--- src/rtl/dpalu_pkg.sv ---
`timescale 1ns / 1ps
`default_nettype none

package dpalu_pkg;

	localparam int unsigned WordW = 32;
	localparam int unsigned OpW   = 4;
	localparam int unsigned FlagW = 4;

	// data-processing opcodes
	localparam logic [OpW-1:0] OP_AND = 4'd0;
	localparam logic [OpW-1:0] OP_EOR = 4'd1;
	localparam logic [OpW-1:0] OP_SUB = 4'd2;
	localparam logic [OpW-1:0] OP_RSB = 4'd3;
	localparam logic [OpW-1:0] OP_ADD = 4'd4;
	localparam logic [OpW-1:0] OP_ADC = 4'd5;
	localparam logic [OpW-1:0] OP_SBC = 4'd6;
	localparam logic [OpW-1:0] OP_RSC = 4'd7;
	localparam logic [OpW-1:0] OP_TST = 4'd8;
	localparam logic [OpW-1:0] OP_TEQ = 4'd9;
	localparam logic [OpW-1:0] OP_CMP = 4'd10;
	localparam logic [OpW-1:0] OP_CMN = 4'd11;
	localparam logic [OpW-1:0] OP_ORR = 4'd12;
	localparam logic [OpW-1:0] OP_MOV = 4'd13;
	localparam logic [OpW-1:0] OP_BIC = 4'd14;
	localparam logic [OpW-1:0] OP_MVN = 4'd15;

	// flag bit positions
	localparam int unsigned FLAG_N = 3;
	localparam int unsigned FLAG_Z = 2;
	localparam int unsigned FLAG_C = 1;
	localparam int unsigned FLAG_V = 0;

	// logic unit function codes
	localparam logic [2:0] LOP_AND = 3'd0;
	localparam logic [2:0] LOP_EOR = 3'd1;
	localparam logic [2:0] LOP_ORR = 3'd2;
	localparam logic [2:0] LOP_MOV = 3'd3;
	localparam logic [2:0] LOP_BIC = 3'd4;
	localparam logic [2:0] LOP_MVN = 3'd5;

	// decoded operands, stage 1 to stage 2
	typedef struct packed {
		logic             logical;
		logic [2:0]       lop;
		logic [WordW-1:0] x;
		logic [WordW-1:0] y;
		logic             cin;
		logic             keep;
		logic             shc;
		logic             v_in;
	} dec_t;

	// raw value and adder flags, stage 2 to stage 3
	typedef struct packed {
		logic [WordW-1:0] val;
		logic             carry;
		logic             x_msb;
		logic             y_msb;
		logic             logical;
		logic             keep;
		logic             shc;
		logic             v_in;
	} exe_t;

	// final result, stage 3 to output
	typedef struct packed {
		logic [FlagW-1:0] flags;
		logic [WordW-1:0] res;
	} res_t;

endpackage

`default_nettype wire

--- src/rtl/dpalu_operand.sv ---
`timescale 1ns / 1ps
`default_nettype none

module dpalu_operand
	import dpalu_pkg::*;
(
	input  wire logic             clk,
	input  wire logic             arst_n,
	input  wire logic             in_valid,
	output logic                  in_ready,
	input  wire logic [OpW-1:0]   operation,
	input  wire logic [WordW-1:0] operand_n,
	input  wire logic [WordW-1:0] operand_shifted,
	input  wire logic [FlagW-1:0] flags_in,
	input  wire logic             shifter_carry,
	output logic                  out_valid,
	input  wire logic             out_ready,
	output dec_t                  out_data
);

	logic valid_s1;
	dec_t dec;
	dec_t data_s1;

	assign in_ready = !valid_s1 || out_ready;

	always_comb begin
		dec         = '0;
		dec.shc     = shifter_carry;
		dec.v_in    = flags_in[FLAG_V];
		dec.keep    = 1'b1;
		dec.x       = operand_n;
		dec.y       = operand_shifted;
		unique case (operation) inside
			OP_AND, OP_TST: begin
				dec.logical = 1'b1;
				dec.lop     = LOP_AND;
			end
			OP_EOR, OP_TEQ: begin
				dec.logical = 1'b1;
				dec.lop     = LOP_EOR;
			end
			OP_ORR: begin
				dec.logical = 1'b1;
				dec.lop     = LOP_ORR;
			end
			OP_MOV: begin
				dec.logical = 1'b1;
				dec.lop     = LOP_MOV;
			end
			OP_BIC: begin
				dec.logical = 1'b1;
				dec.lop     = LOP_BIC;
			end
			OP_MVN: begin
				dec.logical = 1'b1;
				dec.lop     = LOP_MVN;
			end
			OP_SUB, OP_CMP: begin
				dec.y   = ~operand_shifted;
				dec.cin = 1'b1;
			end
			OP_RSB: begin
				dec.x   = operand_shifted;
				dec.y   = ~operand_n;
				dec.cin = 1'b1;
			end
			OP_ADD, OP_CMN: begin
				dec.cin = 1'b0;
			end
			OP_ADC: begin
				dec.cin = flags_in[FLAG_C];
			end
			OP_SBC: begin
				dec.y   = ~operand_shifted;
				dec.cin = flags_in[FLAG_C];
			end
			OP_RSC: begin
				dec.x   = operand_shifted;
				dec.y   = ~operand_n;
				dec.cin = flags_in[FLAG_C];
			end
			default: begin
				dec.logical = 1'b0;
			end
		endcase
		// tests and compares only set flags
		if (operation == OP_TST || operation == OP_TEQ ||
				operation == OP_CMP || operation == OP_CMN) begin
			dec.keep = 1'b0;
		end
	end

	always_ff @(posedge clk or negedge arst_n) begin
		if (!arst_n) begin
			valid_s1 <= 1'b0;
		end else if (in_ready) begin
			valid_s1 <= in_valid;
		end
	end

	always_ff @(posedge clk) begin
		if (in_ready && in_valid) begin
			data_s1 <= dec;
		end
	end

	assign out_valid = valid_s1;
	assign out_data  = data_s1;

endmodule

`default_nettype wire

--- src/rtl/dpalu_exec.sv ---
`timescale 1ns / 1ps
`default_nettype none

module dpalu_exec
	import dpalu_pkg::*;
(
	input  wire logic clk,
	input  wire logic arst_n,
	input  wire logic in_valid,
	output logic      in_ready,
	input  dec_t      in_data,
	output logic      out_valid,
	input  wire logic out_ready,
	output exe_t      out_data
);

	logic             valid_s2;
	exe_t             data_s2;
	exe_t             exe;
	logic [WordW:0]   sum;
	logic [WordW-1:0] lval;

	assign in_ready = !valid_s2 || out_ready;

	// 33-bit adder, top bit is the carry out
	assign sum = {1'b0, in_data.x} + {1'b0, in_data.y} + {{WordW{1'b0}}, in_data.cin};

	always_comb begin
		case (in_data.lop)
			LOP_AND: lval = in_data.x & in_data.y;
			LOP_EOR: lval = in_data.x ^ in_data.y;
			LOP_ORR: lval = in_data.x | in_data.y;
			LOP_MOV: lval = in_data.y;
			LOP_BIC: lval = in_data.x & ~in_data.y;
			LOP_MVN: lval = ~in_data.y;
			default: lval = in_data.y;
		endcase
	end

	always_comb begin
		exe.val     = in_data.logical ? lval : sum[WordW-1:0];
		exe.carry   = sum[WordW];
		exe.x_msb   = in_data.x[WordW-1];
		exe.y_msb   = in_data.y[WordW-1];
		exe.logical = in_data.logical;
		exe.keep    = in_data.keep;
		exe.shc     = in_data.shc;
		exe.v_in    = in_data.v_in;
	end

	always_ff @(posedge clk or negedge arst_n) begin
		if (!arst_n) begin
			valid_s2 <= 1'b0;
		end else if (in_ready) begin
			valid_s2 <= in_valid;
		end
	end

	always_ff @(posedge clk) begin
		if (in_ready && in_valid) begin
			data_s2 <= exe;
		end
	end

	assign out_valid = valid_s2;
	assign out_data  = data_s2;

endmodule

`default_nettype wire

--- src/rtl/dpalu_flags.sv ---
`timescale 1ns / 1ps
`default_nettype none

module dpalu_flags
	import dpalu_pkg::*;
(
	input  wire logic clk,
	input  wire logic arst_n,
	input  wire logic in_valid,
	output logic      in_ready,
	input  exe_t      in_data,
	output logic      out_valid,
	input  wire logic out_ready,
	output res_t      out_data
);

	logic valid_s3;
	res_t data_s3;
	res_t fin;
	logic ovf;

	assign in_ready = !valid_s3 || out_ready;

	// signed overflow: both addends differ in sign from the sum
	assign ovf = (in_data.x_msb ^ in_data.val[WordW-1]) &
		(in_data.y_msb ^ in_data.val[WordW-1]);

	always_comb begin
		fin.res           = in_data.keep ? in_data.val : '0;
		fin.flags[FLAG_N] = in_data.val[WordW-1];
		fin.flags[FLAG_Z] = (in_data.val == '0);
		fin.flags[FLAG_C] = in_data.logical ? in_data.shc : in_data.carry;
		fin.flags[FLAG_V] = in_data.logical ? in_data.v_in : ovf;
	end

	always_ff @(posedge clk or negedge arst_n) begin
		if (!arst_n) begin
			valid_s3 <= 1'b0;
		end else if (in_ready) begin
			valid_s3 <= in_valid;
		end
	end

	always_ff @(posedge clk) begin
		if (in_ready && in_valid) begin
			data_s3 <= fin;
		end
	end

	assign out_valid = valid_s3;
	assign out_data  = data_s3;

endmodule

`default_nettype wire

--- src/rtl/arm_data_processing_alu.sv ---
// channel   direction  signals                  payload
// s_        in         s_tvalid/s_tready        s_tuser: operation
//                                               s_tdata: operand_n, operand_shifted,
//                                                        flags_in, shifter_carry
// m_        out        m_tvalid/m_tready        m_tdata: result, flags_out
//
// an s_ transfer reaches m_tvalid through the three pipeline registers (decode,
// adder/logic, flags); throughput is one item per cycle while m_tready is high
// arst_n clears the valid bits of all stages, payload registers are not reset
// a low m_tready holds the last stage; upper stages keep filling until every
// stage is full, then s_tready drops, so nothing is dropped or repeated
`timescale 1ns / 1ps
`default_nettype none

module arm_data_processing_alu
	import dpalu_pkg::*;
(
	input  wire logic        clk,
	input  wire logic        arst_n,
	input  wire logic        s_tvalid,
	output logic             s_tready,
	// [3:0] operation
	input  wire logic [3:0]  s_tuser,
	// [31:0] operand_n, [63:32] operand_shifted, [67:64] flags_in,
	// [68] shifter_carry, [71:69] zero
	input  wire logic [71:0] s_tdata,
	output logic             m_tvalid,
	input  wire logic        m_tready,
	// [31:0] result, [35:32] flags_out, [39:36] zero
	output logic [39:0]      m_tdata
);

	// stage handshakes
	logic v1, r1;
	logic v2, r2;
	dec_t d1;
	exe_t d2;
	res_t d3;

	// stage 1: opcode decode and operand steering into adder form
	dpalu_operand u_operand (
		.clk             (clk),
		.arst_n          (arst_n),
		.in_valid        (s_tvalid),
		.in_ready        (s_tready),
		.operation       (s_tuser),
		.operand_n       (s_tdata[31:0]),
		.operand_shifted (s_tdata[63:32]),
		.flags_in        (s_tdata[67:64]),
		.shifter_carry   (s_tdata[68]),
		.out_valid       (v1),
		.out_ready       (r1),
		.out_data        (d1)
	);

	// stage 2: 33-bit add or bitwise logic
	dpalu_exec u_exec (
		.clk       (clk),
		.arst_n    (arst_n),
		.in_valid  (v1),
		.in_ready  (r1),
		.in_data   (d1),
		.out_valid (v2),
		.out_ready (r2),
		.out_data  (d2)
	);

	// stage 3: nzcv, result masking for tests and compares; doubles as output register
	dpalu_flags u_flags (
		.clk       (clk),
		.arst_n    (arst_n),
		.in_valid  (v2),
		.in_ready  (r2),
		.in_data   (d2),
		.out_valid (m_tvalid),
		.out_ready (m_tready),
		.out_data  (d3)
	);

	assign m_tdata = {4'b0, d3.flags, d3.res};

endmodule

`default_nettype wire

--- config.mk ---
export PLATFORM = sky130hd
export DESIGN_NAME = arm_data_processing_alu
export DESIGN_NICKNAME = d
export VERILOG_FILES = /design/src/rtl/dpalu_pkg.sv /design/src/rtl/dpalu_operand.sv /design/src/rtl/dpalu_exec.sv /design/src/rtl/dpalu_flags.sv /design/src/rtl/arm_data_processing_alu.sv
export SDC_FILE = /design/constraint.sdc
export NUM_CORES = 1
export LEC_CHECK = 0
export ABC_AREA = 1
export ABC_CLOCK_PERIOD_IN_PS = 3370
export BUFFER_PORTS_ARGS = -buffer_cell sky130_fd_sc_hd__buf_2
export CAP_MARGIN = 20
export CORE_ASPECT_RATIO = 1.2
export CORE_UTILIZATION = 60
export DETAILED_ROUTE_END_ITERATION = 10
export PLACE_DENSITY = 0.82
export REMOVE_ABC_BUFFERS = 1
export SETUP_SLACK_MARGIN = 0.02
export SLEW_MARGIN = 5
export SYNTH_ARGS = -nofsm -noshare
export SYNTH_HDL_FRONTEND = slang
export SYNTH_SLANG_ARGS = --single-unit
--- constraint.sdc ---
create_clock -name clk -period 3.37 [get_ports clk]
set_input_delay 0.1685 -clock clk [delete_from_list [all_inputs] [get_ports clk]]
set_output_delay 0.1685 -clock clk [all_outputs]
set_load 0.01 [all_outputs]
==> impl_metrics.yaml <==
placed_design:
  dpl.hpwl_microns: 20100
  placed_cells: 1649
  dpl_cell_area_sq_mm: 0.0113
  port_buffers: 112
  routabilityCongestion: 0.922
pwr:
  p_leak_nw: 6.03
  p_sw_frac: 0.348
  pwr_density_cell_mw_per_mm2: 545
  clockPowerShare: 0.299
  p_total_w: 0.00650
  power_frac_comb: 0.285
  seq_power_share: 0.415
  internal-power_w: 0.00424
  vdd_drop_max_mv: 0.332
  switchingPower_w: 0.00227
timing:
  slew-limit-headroom: 0.331
  setup_viol: 0
  max_freq_mhz: 376
  finClkSkew_ps: 15.7
  final_max_slew_viol_count: 0
  holdWs_ps: 28.8
  min_period_ps: 2660
  hold_viol_final: 0
  finalSetupTns_ps: 0
  post-route-period-util: 0.789
  rsz0062_at_grt: "no"
  worst_pin_slew_ps: 1000
global_route:
  grt_overflow: 0
  grt_max_degree: 73
  grt_first_pass_wirelength_microns: 43500
  grtUsageTotal: 0.315
  antenna_found_initial: 0
  grt_pass1_vias: 8678
setup_path:
  path_common_cell: "nand3_1"
  slowest_stage: "fa_1"
  critical-path-max-stage-delay_ps: 480
  cp_max_fo: 5
  endpoint_kind: "flip-flop"
  crit_chain: "inv_1, fa_1, fa_1, inv_1, nand3_1, nand3_1, nand3_1, nand3_1, nand2_1, nand2_1, nand2_1, nand3_1, nand2_1"
  reg2reg_slack_ps: 710
  startpoint_type: "flip-flop"
  cp.arrival_ps: 2830
  path_class: "flip-flop to flip-flop"
  crit_required_ps: 3540
cts:
  cts-root-buf: "clkbuf_16"
  worst_skew_pair.late_latency_ps: 440
  postCtsSetupRepairBufs: 0
  clk_path_buf_depth: 2
  numCtsBuffers: 17
  cts_tree: "yes"
  hold_buffers: 4
  cts_sinks: 150
  htree_levels: 4
  path_clk_slew_ps: 70
  cts_resized: 0
cells_and_area:
  layout.nets: 1603
  diodes: 0
  most-common-layout-cells: "nand2_1 (361), inv_1 (259), edfxtp_1 (147)"
  stdcell_area_sq_mm: 0.0119
  layout-drive-gt1-share: 0.118
  n_fill_cell: 1378
  syn_to_final_growth_pct: 13.3
  final_common_cell: "nand2_1"
  final_cells: 1687
min_path:
  hold_class: "input port to flip-flop"
synth:
  syn_inst: 1353
  synth_area_leaders: "edfxtp_1 (42%), nand2_1 (13%), inv_1 (9.3%), ha_1 (7.5%), nand3_1 (4.1%)"
  yosysWarnings: 0
  synth_cell_type_count: 42
  syn_avg_cell_area_sq_um: 7.79
  netlist_area_sq_mm: 0.0105
  synth-seq-cells: 150
  synth_top_cell_by_area: "edfxtp_1"
  yosysSeqAreaShare: 0.426
  synth_top_cell_area_share: 0.419
die:
  die_area_sq_mm: 0.0181
  initial_core_util: 0.618
  ioPinCount: 122
  die_h_microns: 147
  coreArea_sq_mm: 0.0170
  die-width_microns: 123
  fp-row-count: 52
routing:
  dr.pass1.iters: 5
  drt_wl_total_microns: 27100
  wire_per_inst_microns: 16.1
  first_iter_violations: 933
  viasPerCell: 5.50
  antenna_left: 0
  drc: 0
  vias: 9283
outcome:
  status: "complete, no violations"
job:
  max_cap_viol_count: 0
cell usage after synthesis (all sizes together):
cell type	number
dfrtp	3
o21ai	98
conb	1
nor3	6
or4	1
buf	23
mux2i	2
o21bai	3
nor3b	1
nand2	364
and2	2
o211ai	10
a21oi	37
xor2	25
inv	265
a21o	1
clkbuf	24
xnor2	5
ha	63
nand4	6
mux2	1
or2	1
nor2	89
fa	2
o31ai	21
nor4	7
nand3	86
edfxtp	147
clkinv	2
o22ai	20
o221ai	32
o2111ai	2
a211oi	3
final cells by class:
type | instances | area [sq um] | area share
Clock inverter | 14 | 163 | 0.0136
Multi-Input combinational cell | 892 | 4840 | 0.405
Sequential cell | 150 | 4490 | 0.376
Clock buffer | 18 | 429 | 0.0359
Timing Repair Buffer | 130 | 751 | 0.0629
Tap cell | 216 | 270 | 0.0226
Inverter | 267 | 1000 | 0.0839
flip-flops by register name, summed over array words and instances, names as in the netlist:
name	cells
u_operand.out_data	72
u_exec.out_data	39
u_flags.out_data	36
u_exec.out_valid	1
u_flags.out_valid	1
u_operand.out_valid	1
power groups by stage:
stage / combinational (W) / clock (W) / sequential, W
after floorplan: 0.00113 / 0 / 0.00277
after global placement: 0.00175 / 0 / 0.00271
after detailed placement: 0.00180 / 0 / 0.00274
after CTS: 0.00182 / 0.00196 / 0.00270
after global routing: 0.00208 / 0.00204 / 0.00274
final: 0.00186 / 0.00195 / 0.00270
logic make-up (layout without fill, tap and decap cells):
| logic type | Yosys count | after routing | share of synthesized area |
|---|---|---|---|
| compound gates | 227 | 227 | 0.131 |
| xor+xnor | 30 | 30 | 0.0249 |
| fa+ha+maj | 65 | 65 | 0.0786 |
| buf+inv | 314 | 429 | 0.117 |
| flops | 150 | 150 | 0.426 |
| mux | 3 | 3 | 0.00297 |
| other cells | 1 | 4 | 0.000356 |
| simple gates | 563 | 563 | 0.219 |
critical path: cells and delay by family (launching register included):
family | cells | cell delay [ps]
DFF | 1 | 390
buffers and inverters | 2 | 280
and+or+nand+nor | 9 | 860
adders and majority gates | 2 | 860
stage by stage:
stage	setup slack [ps]	utilization
finish	710	0.701
global route	501	0.701
CTS	719	0.698
detailed placement	738	0.661
global placement	810	0.661
floorplan	255	-
routing by layer:
metal  GRT usage  wire (microns)  vias up  share of wire
li1            -               -     4644              -
met1       0.430           11900     4223           0.44
met2       0.520           13100      379           0.48
met3      0.0400            1760       37          0.065
met4      0.0928             410        0          0.015
met5           0               0        -              0
worst paths after layout:
check	startpoint	cells past startpoint	endpoint
worst min-delay path	s_tuser[3]	2	u_operand.out_data[2]
worst max-delay path	u_operand.out_data[4]	13	u_exec.out_data[35]
worst min register to register	u_operand.out_data[1]	0	u_exec.out_data[1]
worst max register to register	u_operand.out_data[4]	13	u_exec.out_data[35]
max in group asynchronous	arst_n	2	u_flags.out_valid
min in group asynchronous	arst_n	2	u_operand.out_valid
No activity file was read; power rests on OpenSTA's default activity.
